==> src/rtl/core/hrfp_pkg.sv <==
// Package for the H.265 RTP fragmentation-unit packetizer.
// Holds field widths, protocol constants and the command type passed
// from the front part to the back part. No dependencies.
package hrfp_pkg;

    localparam int MAX_UNIT_BYTES_DEF = 1048576;

    localparam int BYTE_W   = 8;
    localparam int LEN_IN_W = 21;
    localparam int MP_W     = 11;
    localparam int TYPE_W   = 6;

    localparam logic [MP_W-1:0] MP_MIN       = 11'd16;
    localparam logic [MP_W-1:0] MP_MAX       = 11'd1500;
    localparam logic [MP_W-1:0] MP_RESET     = 11'd1400;
    localparam logic [MP_W-1:0] FU_HDR_BYTES = 11'd3;

    localparam int NAL_HDR_BYTES = 2;

    localparam logic [BYTE_W-1:0] FU_TYPE_BYTE = 8'(49 << 1);
    localparam logic [BYTE_W-1:0] FLAG_S       = 8'(1 << 7);
    localparam logic [BYTE_W-1:0] FLAG_E       = 8'(1 << 6);

    localparam int QDEPTH = 4;

    // One queued command: an optional three-byte fragment header, then one data beat.
    typedef struct packed {
        logic              hdr;
        logic [BYTE_W-1:0] data;
        logic [BYTE_W-1:0] hdr2;
        logic [BYTE_W-1:0] hdr3;
        logic              ps;
        logic              pe;
        logic              mk;
        logic              ks;
    } cmd_t;

endpackage

==> src/rtl/core/hrfp_front.sv <==
// Front part of the packetizer: holds the payload-size register, tracks the
// position within the NAL unit and classifies each byte into a command.
// Depends on hrfp_pkg.
module hrfp_front #(
    parameter int MAX_UNIT_BYTES = hrfp_pkg::MAX_UNIT_BYTES_DEF
) (
    input  logic                           clk,
    input  logic                           rst_n,
    input  logic                           cfg_write,
    input  logic [hrfp_pkg::MP_W-1:0]      cfg_data,
    input  logic                           push,
    input  logic [hrfp_pkg::BYTE_W-1:0]    nal_byte,
    input  logic [hrfp_pkg::LEN_IN_W-1:0]  nal_length,
    input  logic                           key_unit,
    input  logic                           first_byte,
    input  logic                           q_full,
    output logic                           cmd_push,
    output hrfp_pkg::cmd_t                 cmd
);

    localparam int POS_W = $clog2(MAX_UNIT_BYTES);
    localparam int LEN_W = $clog2(MAX_UNIT_BYTES + 1);
    localparam int WW    = (LEN_W > hrfp_pkg::LEN_IN_W) ? LEN_W : hrfp_pkg::LEN_IN_W;
    localparam logic [WW-1:0] LEN_MAX = WW'(MAX_UNIT_BYTES);
    localparam int MP_W  = hrfp_pkg::MP_W;

    logic [POS_W-1:0]            pos_reg, pos_next;
    logic [MP_W-1:0]             fl_reg, fl_next;
    logic                        fragmenting_reg, fragmenting_next;
    logic [hrfp_pkg::TYPE_W-1:0] unit_type_reg, unit_type_next;
    logic [hrfp_pkg::BYTE_W-1:0] second_header_reg, second_header_next;
    logic                        ff_reg, ff_next;
    logic [MP_W-1:0]             mp_reg, mp_next;
    logic [MP_W-1:0]             chunk_reg, chunk_next;

    logic            accept;
    logic [MP_W-1:0] cfg_clamped;
    logic [WW-1:0]   len_ext, len, pos_raw, pos, pos_inc, rem;
    logic            start, frag, last, pos_ge2, pos_is1;
    logic            need_hdr, hdr_fin, fin_cont, fin, frag_end, ff;
    logic [MP_W-1:0] fl0, fl_set, fl_dec;
    logic [hrfp_pkg::BYTE_W-1:0] flags;

    assign accept = push && !q_full;

    always_comb
    begin
        if (cfg_data < hrfp_pkg::MP_MIN)
            cfg_clamped = hrfp_pkg::MP_MIN;
        else if (cfg_data > hrfp_pkg::MP_MAX)
            cfg_clamped = hrfp_pkg::MP_MAX;
        else
            cfg_clamped = cfg_data;
    end

    always_comb
    begin
        len_ext = WW'(nal_length);
        if (len_ext == '0)
            len = WW'(1);
        else if (len_ext > LEN_MAX)
            len = LEN_MAX;
        else
            len = len_ext;

        pos_raw = first_byte ? '0 : WW'(pos_reg);
        pos     = (pos_raw >= len) ? '0 : pos_raw;
        start   = (pos == '0);
        pos_inc = pos + WW'(1);
        last    = (pos_inc >= len);
        rem     = len - pos;
        pos_ge2 = (pos >= WW'(hrfp_pkg::NAL_HDR_BYTES));
        pos_is1 = (pos == WW'(hrfp_pkg::NAL_HDR_BYTES - 1));

        // Fragment mode is chosen on the first byte: length above max_payload - 1.
        frag = start ? (len >= WW'(mp_reg)) : fragmenting_reg;
        fl0  = start ? '0 : fl_reg;
        ff   = start ? 1'b1 : ff_reg;

        need_hdr = frag && pos_ge2 && (fl0 == '0);
        hdr_fin  = (rem <= WW'(chunk_reg));
        fin_cont = (rem <= WW'(fl0));
        fin      = need_hdr ? hdr_fin : fin_cont;
        if (need_hdr)
            fl_set = hdr_fin ? rem[MP_W-1:0] : chunk_reg;
        else
            fl_set = fl0;
        fl_dec   = fl_set - MP_W'(1);
        frag_end = (fl_dec == '0) || last;

        if (hdr_fin)
            flags = hrfp_pkg::FLAG_E;
        else
            flags = ff ? hrfp_pkg::FLAG_S : '0;

        cmd.hdr  = need_hdr;
        cmd.data = nal_byte;
        cmd.hdr2 = second_header_reg;
        cmd.hdr3 = flags | {2'b00, unit_type_reg};
        cmd.ps   = !frag && start;
        cmd.pe   = frag ? frag_end : last;
        cmd.mk   = frag && fin;
        cmd.ks   = frag ? (ff && key_unit) : key_unit;
        cmd_push = accept && (!frag || pos_ge2);

        pos_next           = pos_reg;
        fl_next            = fl_reg;
        fragmenting_next   = fragmenting_reg;
        unit_type_next     = unit_type_reg;
        second_header_next = second_header_reg;
        ff_next            = ff_reg;
        if (accept)
        begin
            pos_next         = last ? '0 : pos_inc[POS_W-1:0];
            fragmenting_next = frag;
            if (frag && pos_ge2)
            begin
                fl_next = frag_end ? '0 : fl_dec;
                ff_next = frag_end ? 1'b0 : ff;
            end
            else
            begin
                fl_next = fl0;
                ff_next = ff;
            end
            if (frag && start)
                unit_type_next = nal_byte[hrfp_pkg::TYPE_W:1];
            if (frag && pos_is1)
                second_header_next = nal_byte;
        end

        mp_next    = cfg_write ? cfg_clamped : mp_reg;
        chunk_next = cfg_write ? (cfg_clamped - hrfp_pkg::FU_HDR_BYTES) : chunk_reg;
    end

    always_ff @(posedge clk or negedge rst_n)
    begin
        if (!rst_n)
        begin
            pos_reg           <= '0;
            fl_reg            <= '0;
            fragmenting_reg   <= 1'b0;
            unit_type_reg     <= '0;
            second_header_reg <= '0;
            ff_reg            <= 1'b1;
            mp_reg            <= hrfp_pkg::MP_RESET;
            chunk_reg         <= hrfp_pkg::MP_RESET - hrfp_pkg::FU_HDR_BYTES;
        end
        else
        begin
            pos_reg           <= pos_next;
            fl_reg            <= fl_next;
            fragmenting_reg   <= fragmenting_next;
            unit_type_reg     <= unit_type_next;
            second_header_reg <= second_header_next;
            ff_reg            <= ff_next;
            mp_reg            <= mp_next;
            chunk_reg         <= chunk_next;
        end
    end

endmodule

==> src/rtl/core/hrfp_cmd_fifo.sv <==
// Short command queue between the front and back parts of the packetizer.
// Depends on hrfp_pkg.
module hrfp_cmd_fifo (
    input  logic           clk,
    input  logic           rst_n,
    input  logic           wr_en,
    input  hrfp_pkg::cmd_t wr_data,
    output logic           full,
    input  logic           rd_en,
    output hrfp_pkg::cmd_t rd_data,
    output logic           rd_valid
);

    localparam int QW = $clog2(hrfp_pkg::QDEPTH);

    hrfp_pkg::cmd_t entry_reg [hrfp_pkg::QDEPTH];
    logic [QW-1:0]  wptr_reg, wptr_next, rptr_reg, rptr_next;
    logic [QW:0]    count_reg, count_next;
    logic           do_wr, do_rd;

    assign full     = (count_reg == (QW+1)'(hrfp_pkg::QDEPTH));
    assign rd_valid = (count_reg != '0);
    assign rd_data  = entry_reg[rptr_reg];
    assign do_wr    = wr_en && !full;
    assign do_rd    = rd_en && rd_valid;

    always_comb
    begin
        wptr_next  = do_wr ? wptr_reg + QW'(1) : wptr_reg;
        rptr_next  = do_rd ? rptr_reg + QW'(1) : rptr_reg;
        count_next = count_reg + (QW+1)'(do_wr) - (QW+1)'(do_rd);
    end

    always_ff @(posedge clk)
    begin
        if (do_wr)
            entry_reg[wptr_reg] <= wr_data;
    end

    always_ff @(posedge clk or negedge rst_n)
    begin
        if (!rst_n)
        begin
            wptr_reg  <= '0;
            rptr_reg  <= '0;
            count_reg <= '0;
        end
        else
        begin
            wptr_reg  <= wptr_next;
            rptr_reg  <= rptr_next;
            count_reg <= count_next;
        end
    end

endmodule

==> src/rtl/core/hrfp_back.sv <==
// Back part of the packetizer: expands each command into beats, inserting the
// three fragment header bytes where asked, into a registered output stage.
// Depends on hrfp_pkg.
module hrfp_back (
    input  logic                        clk,
    input  logic                        rst_n,
    input  hrfp_pkg::cmd_t              head,
    input  logic                        head_valid,
    output logic                        head_pop,
    input  logic                        pop,
    output logic                        empty,
    output logic [hrfp_pkg::BYTE_W-1:0] out_byte,
    output logic                        packet_start,
    output logic                        packet_end,
    output logic                        marker,
    output logic                        key_start
);

    typedef enum logic [1:0] {
        STEP_PT,
        STEP_NUH,
        STEP_FU,
        STEP_DATA
    } step_t;

    step_t                       step_reg, step_next;
    logic                        valid_reg, valid_next;
    logic [hrfp_pkg::BYTE_W-1:0] byte_reg, byte_next;
    logic                        ps_reg, ps_next, pe_reg, pe_next;
    logic                        mk_reg, mk_next, ks_reg, ks_next;
    logic                        load, hdr_beat;

    assign load     = !valid_reg || pop;
    assign hdr_beat = head.hdr && (step_reg != STEP_DATA);
    assign head_pop = load && head_valid && !hdr_beat;

    always_comb
    begin
        step_next  = step_reg;
        valid_next = valid_reg;
        byte_next  = byte_reg;
        ps_next    = ps_reg;
        pe_next    = pe_reg;
        mk_next    = mk_reg;
        ks_next    = ks_reg;
        if (load)
        begin
            valid_next = head_valid;
            if (head_valid)
            begin
                mk_next = head.mk;
                ks_next = head.ks;
                if (hdr_beat)
                begin
                    case (step_reg)
                        STEP_PT:
                        begin
                            byte_next = hrfp_pkg::FU_TYPE_BYTE;
                            step_next = STEP_NUH;
                        end
                        STEP_NUH:
                        begin
                            byte_next = head.hdr2;
                            step_next = STEP_FU;
                        end
                        STEP_FU:
                        begin
                            byte_next = head.hdr3;
                            step_next = STEP_DATA;
                        end
                        default:
                        begin
                            byte_next = head.data;
                            step_next = STEP_PT;
                        end
                    endcase
                    ps_next = (step_reg == STEP_PT);
                    pe_next = 1'b0;
                end
                else
                begin
                    byte_next = head.data;
                    ps_next   = head.ps;
                    pe_next   = head.pe;
                    step_next = STEP_PT;
                end
            end
        end
    end

    always_ff @(posedge clk or negedge rst_n)
    begin
        if (!rst_n)
        begin
            step_reg  <= STEP_PT;
            valid_reg <= 1'b0;
            byte_reg  <= '0;
            ps_reg    <= 1'b0;
            pe_reg    <= 1'b0;
            mk_reg    <= 1'b0;
            ks_reg    <= 1'b0;
        end
        else
        begin
            step_reg  <= step_next;
            valid_reg <= valid_next;
            byte_reg  <= byte_next;
            ps_reg    <= ps_next;
            pe_reg    <= pe_next;
            mk_reg    <= mk_next;
            ks_reg    <= ks_next;
        end
    end

    assign empty        = !valid_reg;
    assign out_byte     = byte_reg;
    assign packet_start = ps_reg;
    assign packet_end   = pe_reg;
    assign marker       = mk_reg;
    assign key_start    = ks_reg;

endmodule

==> src/rtl/core/h265_rtp_fu_packetizer.sv <==
// H.265 RTP payload packetizer with fragmentation units.
// Input side: push/full. One NAL unit byte per beat, with the unit length,
// key-frame flag and a first-byte flag. Output side: empty/pop. One payload
// byte per beat with packet start/end, marker and key-start flags.
// cfg_write/cfg_data set max_payload at once; values are clamped to 16..1500.
// Units shorter than max_payload pass through as one payload. Others drop
// their two header bytes and are cut into fragments of max_payload - 3 data
// bytes, each led by a three-byte fragment header.
// Each byte passes through the command queue and then the output register.
// Throughput: one byte per cycle for pass-through and fragment data while
// pop is high; each fragment header adds three header bytes for the back part to send.
// A four-entry command queue absorbs these; once it fills, full holds the input
// until the back part takes the next command.
// When pop is held low the output register holds its beat and the queue
// fills, then full stalls the input. Reset empties the queue and output,
// clears the unit position and restores max_payload to 1400.
// Depends on hrfp_pkg, hrfp_front, hrfp_cmd_fifo and hrfp_back.
module h265_rtp_fu_packetizer #(
    parameter int MAX_UNIT_BYTES = hrfp_pkg::MAX_UNIT_BYTES_DEF
) (
    input  logic                          clk,
    input  logic                          rst_n,
    input  logic                          cfg_write,
    input  logic [hrfp_pkg::MP_W-1:0]     cfg_data,
    input  logic                          push,
    output logic                          full,
    input  logic [hrfp_pkg::BYTE_W-1:0]   nal_byte,
    input  logic [hrfp_pkg::LEN_IN_W-1:0] nal_length,
    input  logic                          key_unit,
    input  logic                          first_byte,
    output logic                          empty,
    input  logic                          pop,
    output logic [hrfp_pkg::BYTE_W-1:0]   out_byte,
    output logic                          packet_start,
    output logic                          packet_end,
    output logic                          marker,
    output logic                          key_start
);

    hrfp_pkg::cmd_t wr_cmd, head;
    logic           cmd_push, q_full, head_valid, head_pop;

    assign full = q_full;

    hrfp_front #(
        .MAX_UNIT_BYTES (MAX_UNIT_BYTES)
    ) u_front (
        .clk        (clk),
        .rst_n      (rst_n),
        .cfg_write  (cfg_write),
        .cfg_data   (cfg_data),
        .push       (push),
        .nal_byte   (nal_byte),
        .nal_length (nal_length),
        .key_unit   (key_unit),
        .first_byte (first_byte),
        .q_full     (q_full),
        .cmd_push   (cmd_push),
        .cmd        (wr_cmd)
    );

    hrfp_cmd_fifo u_fifo (
        .clk      (clk),
        .rst_n    (rst_n),
        .wr_en    (cmd_push),
        .wr_data  (wr_cmd),
        .full     (q_full),
        .rd_en    (head_pop),
        .rd_data  (head),
        .rd_valid (head_valid)
    );

    hrfp_back u_back (
        .clk          (clk),
        .rst_n        (rst_n),
        .head         (head),
        .head_valid   (head_valid),
        .head_pop     (head_pop),
        .pop          (pop),
        .empty        (empty),
        .out_byte     (out_byte),
        .packet_start (packet_start),
        .packet_end   (packet_end),
        .marker       (marker),
        .key_start    (key_start)
    );

endmodule

==> config.mk <==
export PLATFORM = sky130hd
export DESIGN_NAME = h265_rtp_fu_packetizer
export DESIGN_NICKNAME = d
export VERILOG_FILES = /design/src/rtl/core/hrfp_pkg.sv /design/src/rtl/core/hrfp_front.sv /design/src/rtl/core/hrfp_cmd_fifo.sv /design/src/rtl/core/hrfp_back.sv /design/src/rtl/core/h265_rtp_fu_packetizer.sv
export SDC_FILE = /design/constraint.sdc
export NUM_CORES = 1
export LEC_CHECK = 0
export ABC_AREA = 0
export BUFFER_PORTS_ARGS = -buffer_cell sky130_fd_sc_hd__buf_2
export CAP_MARGIN = 20
export CORE_MARGIN = 3
export CORE_UTILIZATION = 60
export DETAILED_ROUTE_END_ITERATION = 6
export PLACE_DENSITY = 0.78
export SLEW_MARGIN = 20
export SYNTH_ARGS = -nofsm -noshare
export SYNTH_HDL_FRONTEND = slang
export SYNTH_SLANG_ARGS = --single-unit
==> constraint.sdc <==
create_clock -name clk -period 8.2 [get_ports clk]
set_input_delay 0 -clock clk [delete_from_list [all_inputs] [get_ports clk]]
set_output_delay 0 -clock clk [all_outputs]
set_load 0.03 [all_outputs]
# ---- After elaboration in Yosys (flattened, before gate mapping)
# Memory sizes are Yosys's and may differ from the RTL's.
# Cells that the tools add are included.
# Widths: inputs -> output; s select.
dict set report totals {
  mem_count 1
  inputBits 47
  ramBits 116
  ff_bits 91
}
dict set report classes {
  bitwise_logic 1
  eq_ne 5
  n_addsub 8
  magnitude_cmp 9
  muxes 29
  n_reduce_logical 30
}
# name words width rd rd_clocked_by_memory_dff write_ports line
set memory_table {}
lappend memory_table {u_fifo.entry_reg 4 29 1 0 1 hrfp_cmd_fifo.sv:16} ;# hrfp_pkg::cmd_t entry_reg [hrfp_pkg::QDEPTH];
# op count
set op_table {}
lappend op_table {{$mux 11} 7}
lappend op_table {{$mux 21} 3}
lappend op_table {{$ge 21x21->1} 2}
lappend op_table {{$le 21x11->1} 2}
lappend op_table {{$logic_not 21->1} 2}
lappend op_table {{$mux 20} 2}
lappend op_table {{$mux 8} 3}
lappend op_table {{$pmux 8 s3} 1}
lappend op_table {{$logic_not 11->1} 2}
lappend op_table {{$add 21x1->21 const B} 1}
lappend op_table {{$eq 21x1->1 const B} 1}
lappend op_table {{$ge 21x11->1} 1}
lappend op_table {{$ge 21x2->1 const B} 1}
lappend op_table {{$gt 21x21->1 const B} 1}
lappend op_table {{$sub 21x21->21} 1}
lappend op_table {{$logic_and 1x1->1} 14}
lappend op_table {{$gt 11x11->1 const B} 1}
lappend op_table {{$lt 11x5->1 const B} 1}
lappend op_table {{$mux 1} 11}
lappend op_table {{$sub 11x1->11 const B} 1}
lappend op_table {{$sub 11x2->11 const B} 1}
lappend op_table {{$or 8x6->8} 1}
lappend op_table {{$pmux 2 s3} 1}
lappend op_table {{$reduce_and 2->1} 3}
lappend op_table {{12 further kinds} 18}

# ---- Depth between registers and ports, before layout
dict set report logic_depth {
  word_depth 15
  depth_mapped 36
}

# ---- Hierarchy
# Synthesis repeated with hierarchy kept, for this count alone.
dict set report hier_totals {
  cells_unflattened 1210
  hier_area_um2 13067.5
}
# module n_inst area_each_um2 cells_each seq_area_each_um2
set by_module_without_submodules {}
lappend by_module_without_submodules {hrfp_front 1 7603.5 942 1744.2}
lappend by_module_without_submodules {hrfp_cmd_fifo 1 4636.9 192 3658.5}
lappend by_module_without_submodules {hrfp_back 1 827.0 76 375.4}

# ---- Worst setup path after synthesis
# OpenSTA, ideal clock, no wires.
dict set report synth_timing {
  path_type {input to register}
  start {in nal_length[18] in the netlist's numbering}
  end {mem u_fifo.entry_reg[0][2] in the netlist's numbering (data pin)}
  t_required_ns 8.057
  path_stages 35
  path_buffers 2
  arrival_time_ns 7.341
  slack_ns 0.716
  path_cell_list {nor4_1 -> nand3_1 -> o21ai_0 -> nand2_1 -> ha_1 -> nand4_1 -> nor4_4 -> and4_1 -> nor3_1 -> clkbuf_1 -> nand2_1 -> inv_1 -> ha_1 -> fa_1 -> nor2b_1 -> nor3_1 -> or3_1 -> o21ai_0 -> nor2_1 -> xnor2_1 -> ha_1 -> a21o_1 -> a211o_1 -> o21ai_0 -> nor3b_2 -> a21oi_1 -> a31o_2 -> a21oi_1 -> ha_1 -> clkbuf_1 -> nand3_1 -> nor4_1 -> xnor2_1 -> a2111oi_2 -> a21o_1}
}
# item line
set synth_rtl {}
lappend synth_rtl {{start, declared} h265_rtp_fu_packetizer.sv:28} ;# input logic [hrfp_pkg::LEN_IN_W-1:0] nal_length,
lappend synth_rtl {{end, declared} hrfp_cmd_fifo.sv:16}

==> flow_summary_export.csv <==
group,metric,value,unit
outcome,status,"finished clean",
timing,min_period,7.69,ns
power_and_ir_drop,cellLeakagePower,6.05,nW
setup_path,cp-start-kind,"flip-flop",
clock_tree,cts.reportedPaths.clkPinSlew,0.06,ns
floorplanning,start_util,62.4,%
drt,drtIter0Drc,828,
global_route,grt_pass1_vias,9783,
timing,fin_crit_sh,93.8,%
worst_hold_path,hp-class,"in2reg",
placement,post_dp_cell_area,0.0135,mm^2
yosys,synth_area_leaders,"edfxtp_1 27%, dfrtp_1 15%, ha_1 11%",
timing,timing.fmax,0.130,GHz
drt,antenna_left,0,
yosys,yosysMostFrequentCell,"nand2_1",
finish,fin_util,70.1,%
floorplanning,pin_count,61,
yosys,yosys.area.top_type,"edfxtp_1",
yosys,yosysWarnings,0,
placement,dp_hpwl,23600,um
yosys,postSynthAreaPerCell,10.6,um^2
yosys,yosys.cell_types.count,79,
timing,report.final.slew_viol_count,0,
drt,wl_per_cell,20.6,um
drt,drt_wl_total,32800,um
finish,regArea,0.00578,mm^2
timing,worst_slack,0.506,ns
power_and_ir_drop,ir_drop,0.135,mV
drt,dr.pass1.iters,5,
yosys,ys_seq_elements,207,
timing,tns,0,ns
finish,layout.cells.non_filler,1591,
power_and_ir_drop,p_total,3.94,mW
placement,dp.cells,1528,
clock_tree,cts_buffers,21,
finish,multi_input_area,0.00665,mm^2
clock_tree,post-cts-setup-buffers,0,
yosys,synth_edf_count,116,
global_route,grt_first_pass_wirelength,52600,um
setup_path,critical_path_class,"reg2reg",
finish,final_nets,1465,
floorplanning,dieHeight,152,um
drt,vias,9934,
yosys,yosys-top-cells-count,"158 x nand2_1, 116 x edfxtp_1, 110 x ha_1",
drt,post-route-drc-count,0,
setup_path,cp_max_fo,11,
setup_path,endpoint_kind,"flip-flop",
timing,clock_skew,0.0123,ns
finish,drive_gt1_share,15.4,%
timing,setup_viol,0,
yosys,seq_area_frac_synth,44.9,%
finish,syn2layout_area_growth,12.3,%
setup_path,cp.arrival,8.03,ns
clock_tree,cts_buffer_depth,3,
global_route,antenna_found_initial,0,
floorplanning,core,0.0206,mm^2
yosys,syn_nets,1378,
timing,hold_viol,0,
yosys,synth_area,0.0129,mm^2
drt,avgViaCountPerCell,6.24,
floorplanning,dieArea,0.0232,mm^2
floorplanning,die_x,152,um
finish,fillers,1498,
setup_path,worst_ep_required_time,8.54,ns
placement,dp_slack,-0.0278,ns
global_route,overflow,0,
yosys,yosysTopAreaCellShare,27.1,%
timing,grt_setup_unrepaired,"no",
setup_path,cp_slowest_stage_delay,0.44,ns
clock_tree,cts_root_buf,"clkbuf_16",
timing,slew_headroom,38.0,%
floorplanning,num_rows,52,
clock_tree,cts.sinks,207,
clock_tree,h-tree-depth,1,
clock_tree,clk_latency,0.49,ns
yosys,netlist_instances,1219,
clock_tree,cts_tree,"built",
flow_run,maxCapViolCount,0,
placement,gp_congestion,0.993,
yosys,async_flop_share,44.0,%
yosys,synth_ff_type,"edfxtp_1",
timing,worst_pin_slew,0.930,ns
finish,finalInstanceArea,0.0144,mm^2
placement,place.port_buffers,60,
setup_path,crit_path_top_delay_cell,"or3_1",
global_route,grt_max_degree,72,
finish,largest_reg_flops,116,
setup_path,cpMostUsedCell,"ha_1",
global_route,grtUsageTotal,27.8,%
finish,antennaDiodeCount,0,
power_and_ir_drop,power.density,273,mW/mm^2
timing,hold_slack,0.0520,ns
[report_power, final]
part / internal (mW) / leakage (nW) / switching (mW)
Sequential: 1.36 / 2.17 / 0.135
Combinational: 0.641 / 3.57 / 0.911
Clock: 0.490 / 0.312 / 0.400
[cell families (layout without fill, tap and decap cells)]
logic type	count (synthesis)	after routing	share of synthesized area (%)
AO/OA/AOI/OAI	274	274	14.2
XOR/XNOR	47	47	3.20
adder cells (fa/ha/maj)	113	113	11.1
buffers and inverters	128	230	3.92
flip-flops	207	207	44.9
multiplexers	54	54	7.19
AND/OR/NAND/NOR	396	396	15.4
[per-layer routing]
metal	up-vias	track usage [%]	routed length, um
met3	78	3.24	1970
li1	4656	-	-
met1	4787	37.0	13500
met2	413	48.5	16400
met4	0	7.92	890
met5	-	0	0
[cell usage in the layout, fill, tap and decap left out, types with 14 or more instances in the layout]
cell type,Yosys,layout
nor2_1,62,62
mux2_2,17,17
nor3_1,17,17
o21a_1,21,21
buf_2,1,60
a21o_1,14,14
edfxtp_1,116,116
dfrtp_1,77,76
buf_4,0,26
and2_1,17,17
nor4_1,15,15
nand4_1,20,20
ha_1,110,110
inv_1,81,81
nor2b_1,32,31
xnor2_1,34,33
o21ai_0,76,75
mux4_2,29,29
clkbuf_16,0,21
dfstp_2,14,14
nand3_1,26,26
a21oi_1,55,54
nand2_1,158,158
dlygate4sd3_1,0,24
[area by class of cell]
class	instances	share of cell area, %
multi-input combinational	884	46.0
clock inverter	12	0.615
clock buffer	26	3.84
tap	270	2.34
inverter	82	2.13
timing repair buffer	110	5.09
sequential	207	40.0
[final timing paths]
kind	from	end	slack [ns]	cells after the start
worst min-delay path	key_unit	u_fifo.entry_reg[0][0]	0.05	2
worst max-delay path	u_front.pos_reg[17]	u_fifo.entry_reg[2][2]	0.51	32
worst min register to register	u_back.out_byte[2]	u_back.out_byte[2]	0.48	2
worst max register to register	u_front.pos_reg[17]	u_fifo.entry_reg[2][2]	0.51	32
min in group asynchronous	rst_n	u_back.step_reg[0]	0.15	3
max in group asynchronous	rst_n	u_fifo.rptr_reg[0]	7.25	3
[worst max-delay path, delay by kind of cell, from the launching register on]
kind                       cells  cell delay, ns
and+or+nand+nor               14            2.87
adders and majority gates      5            1.68
AOI/OAI and AO/OA              8            1.62
xor gates and xnor gates       2            0.58
DFF                            1            0.41
buffers and inverters          3            0.38
[repair_timing]
item / 4_1_cts / 5_1_grt
hold buffers: 25 / 0
gates resized for setup: 0 / 8
endpoints found under the setup margin: 0 / 7
hold endpoints to repair: 84 / 0
Power figures use the tool's default switching activity.
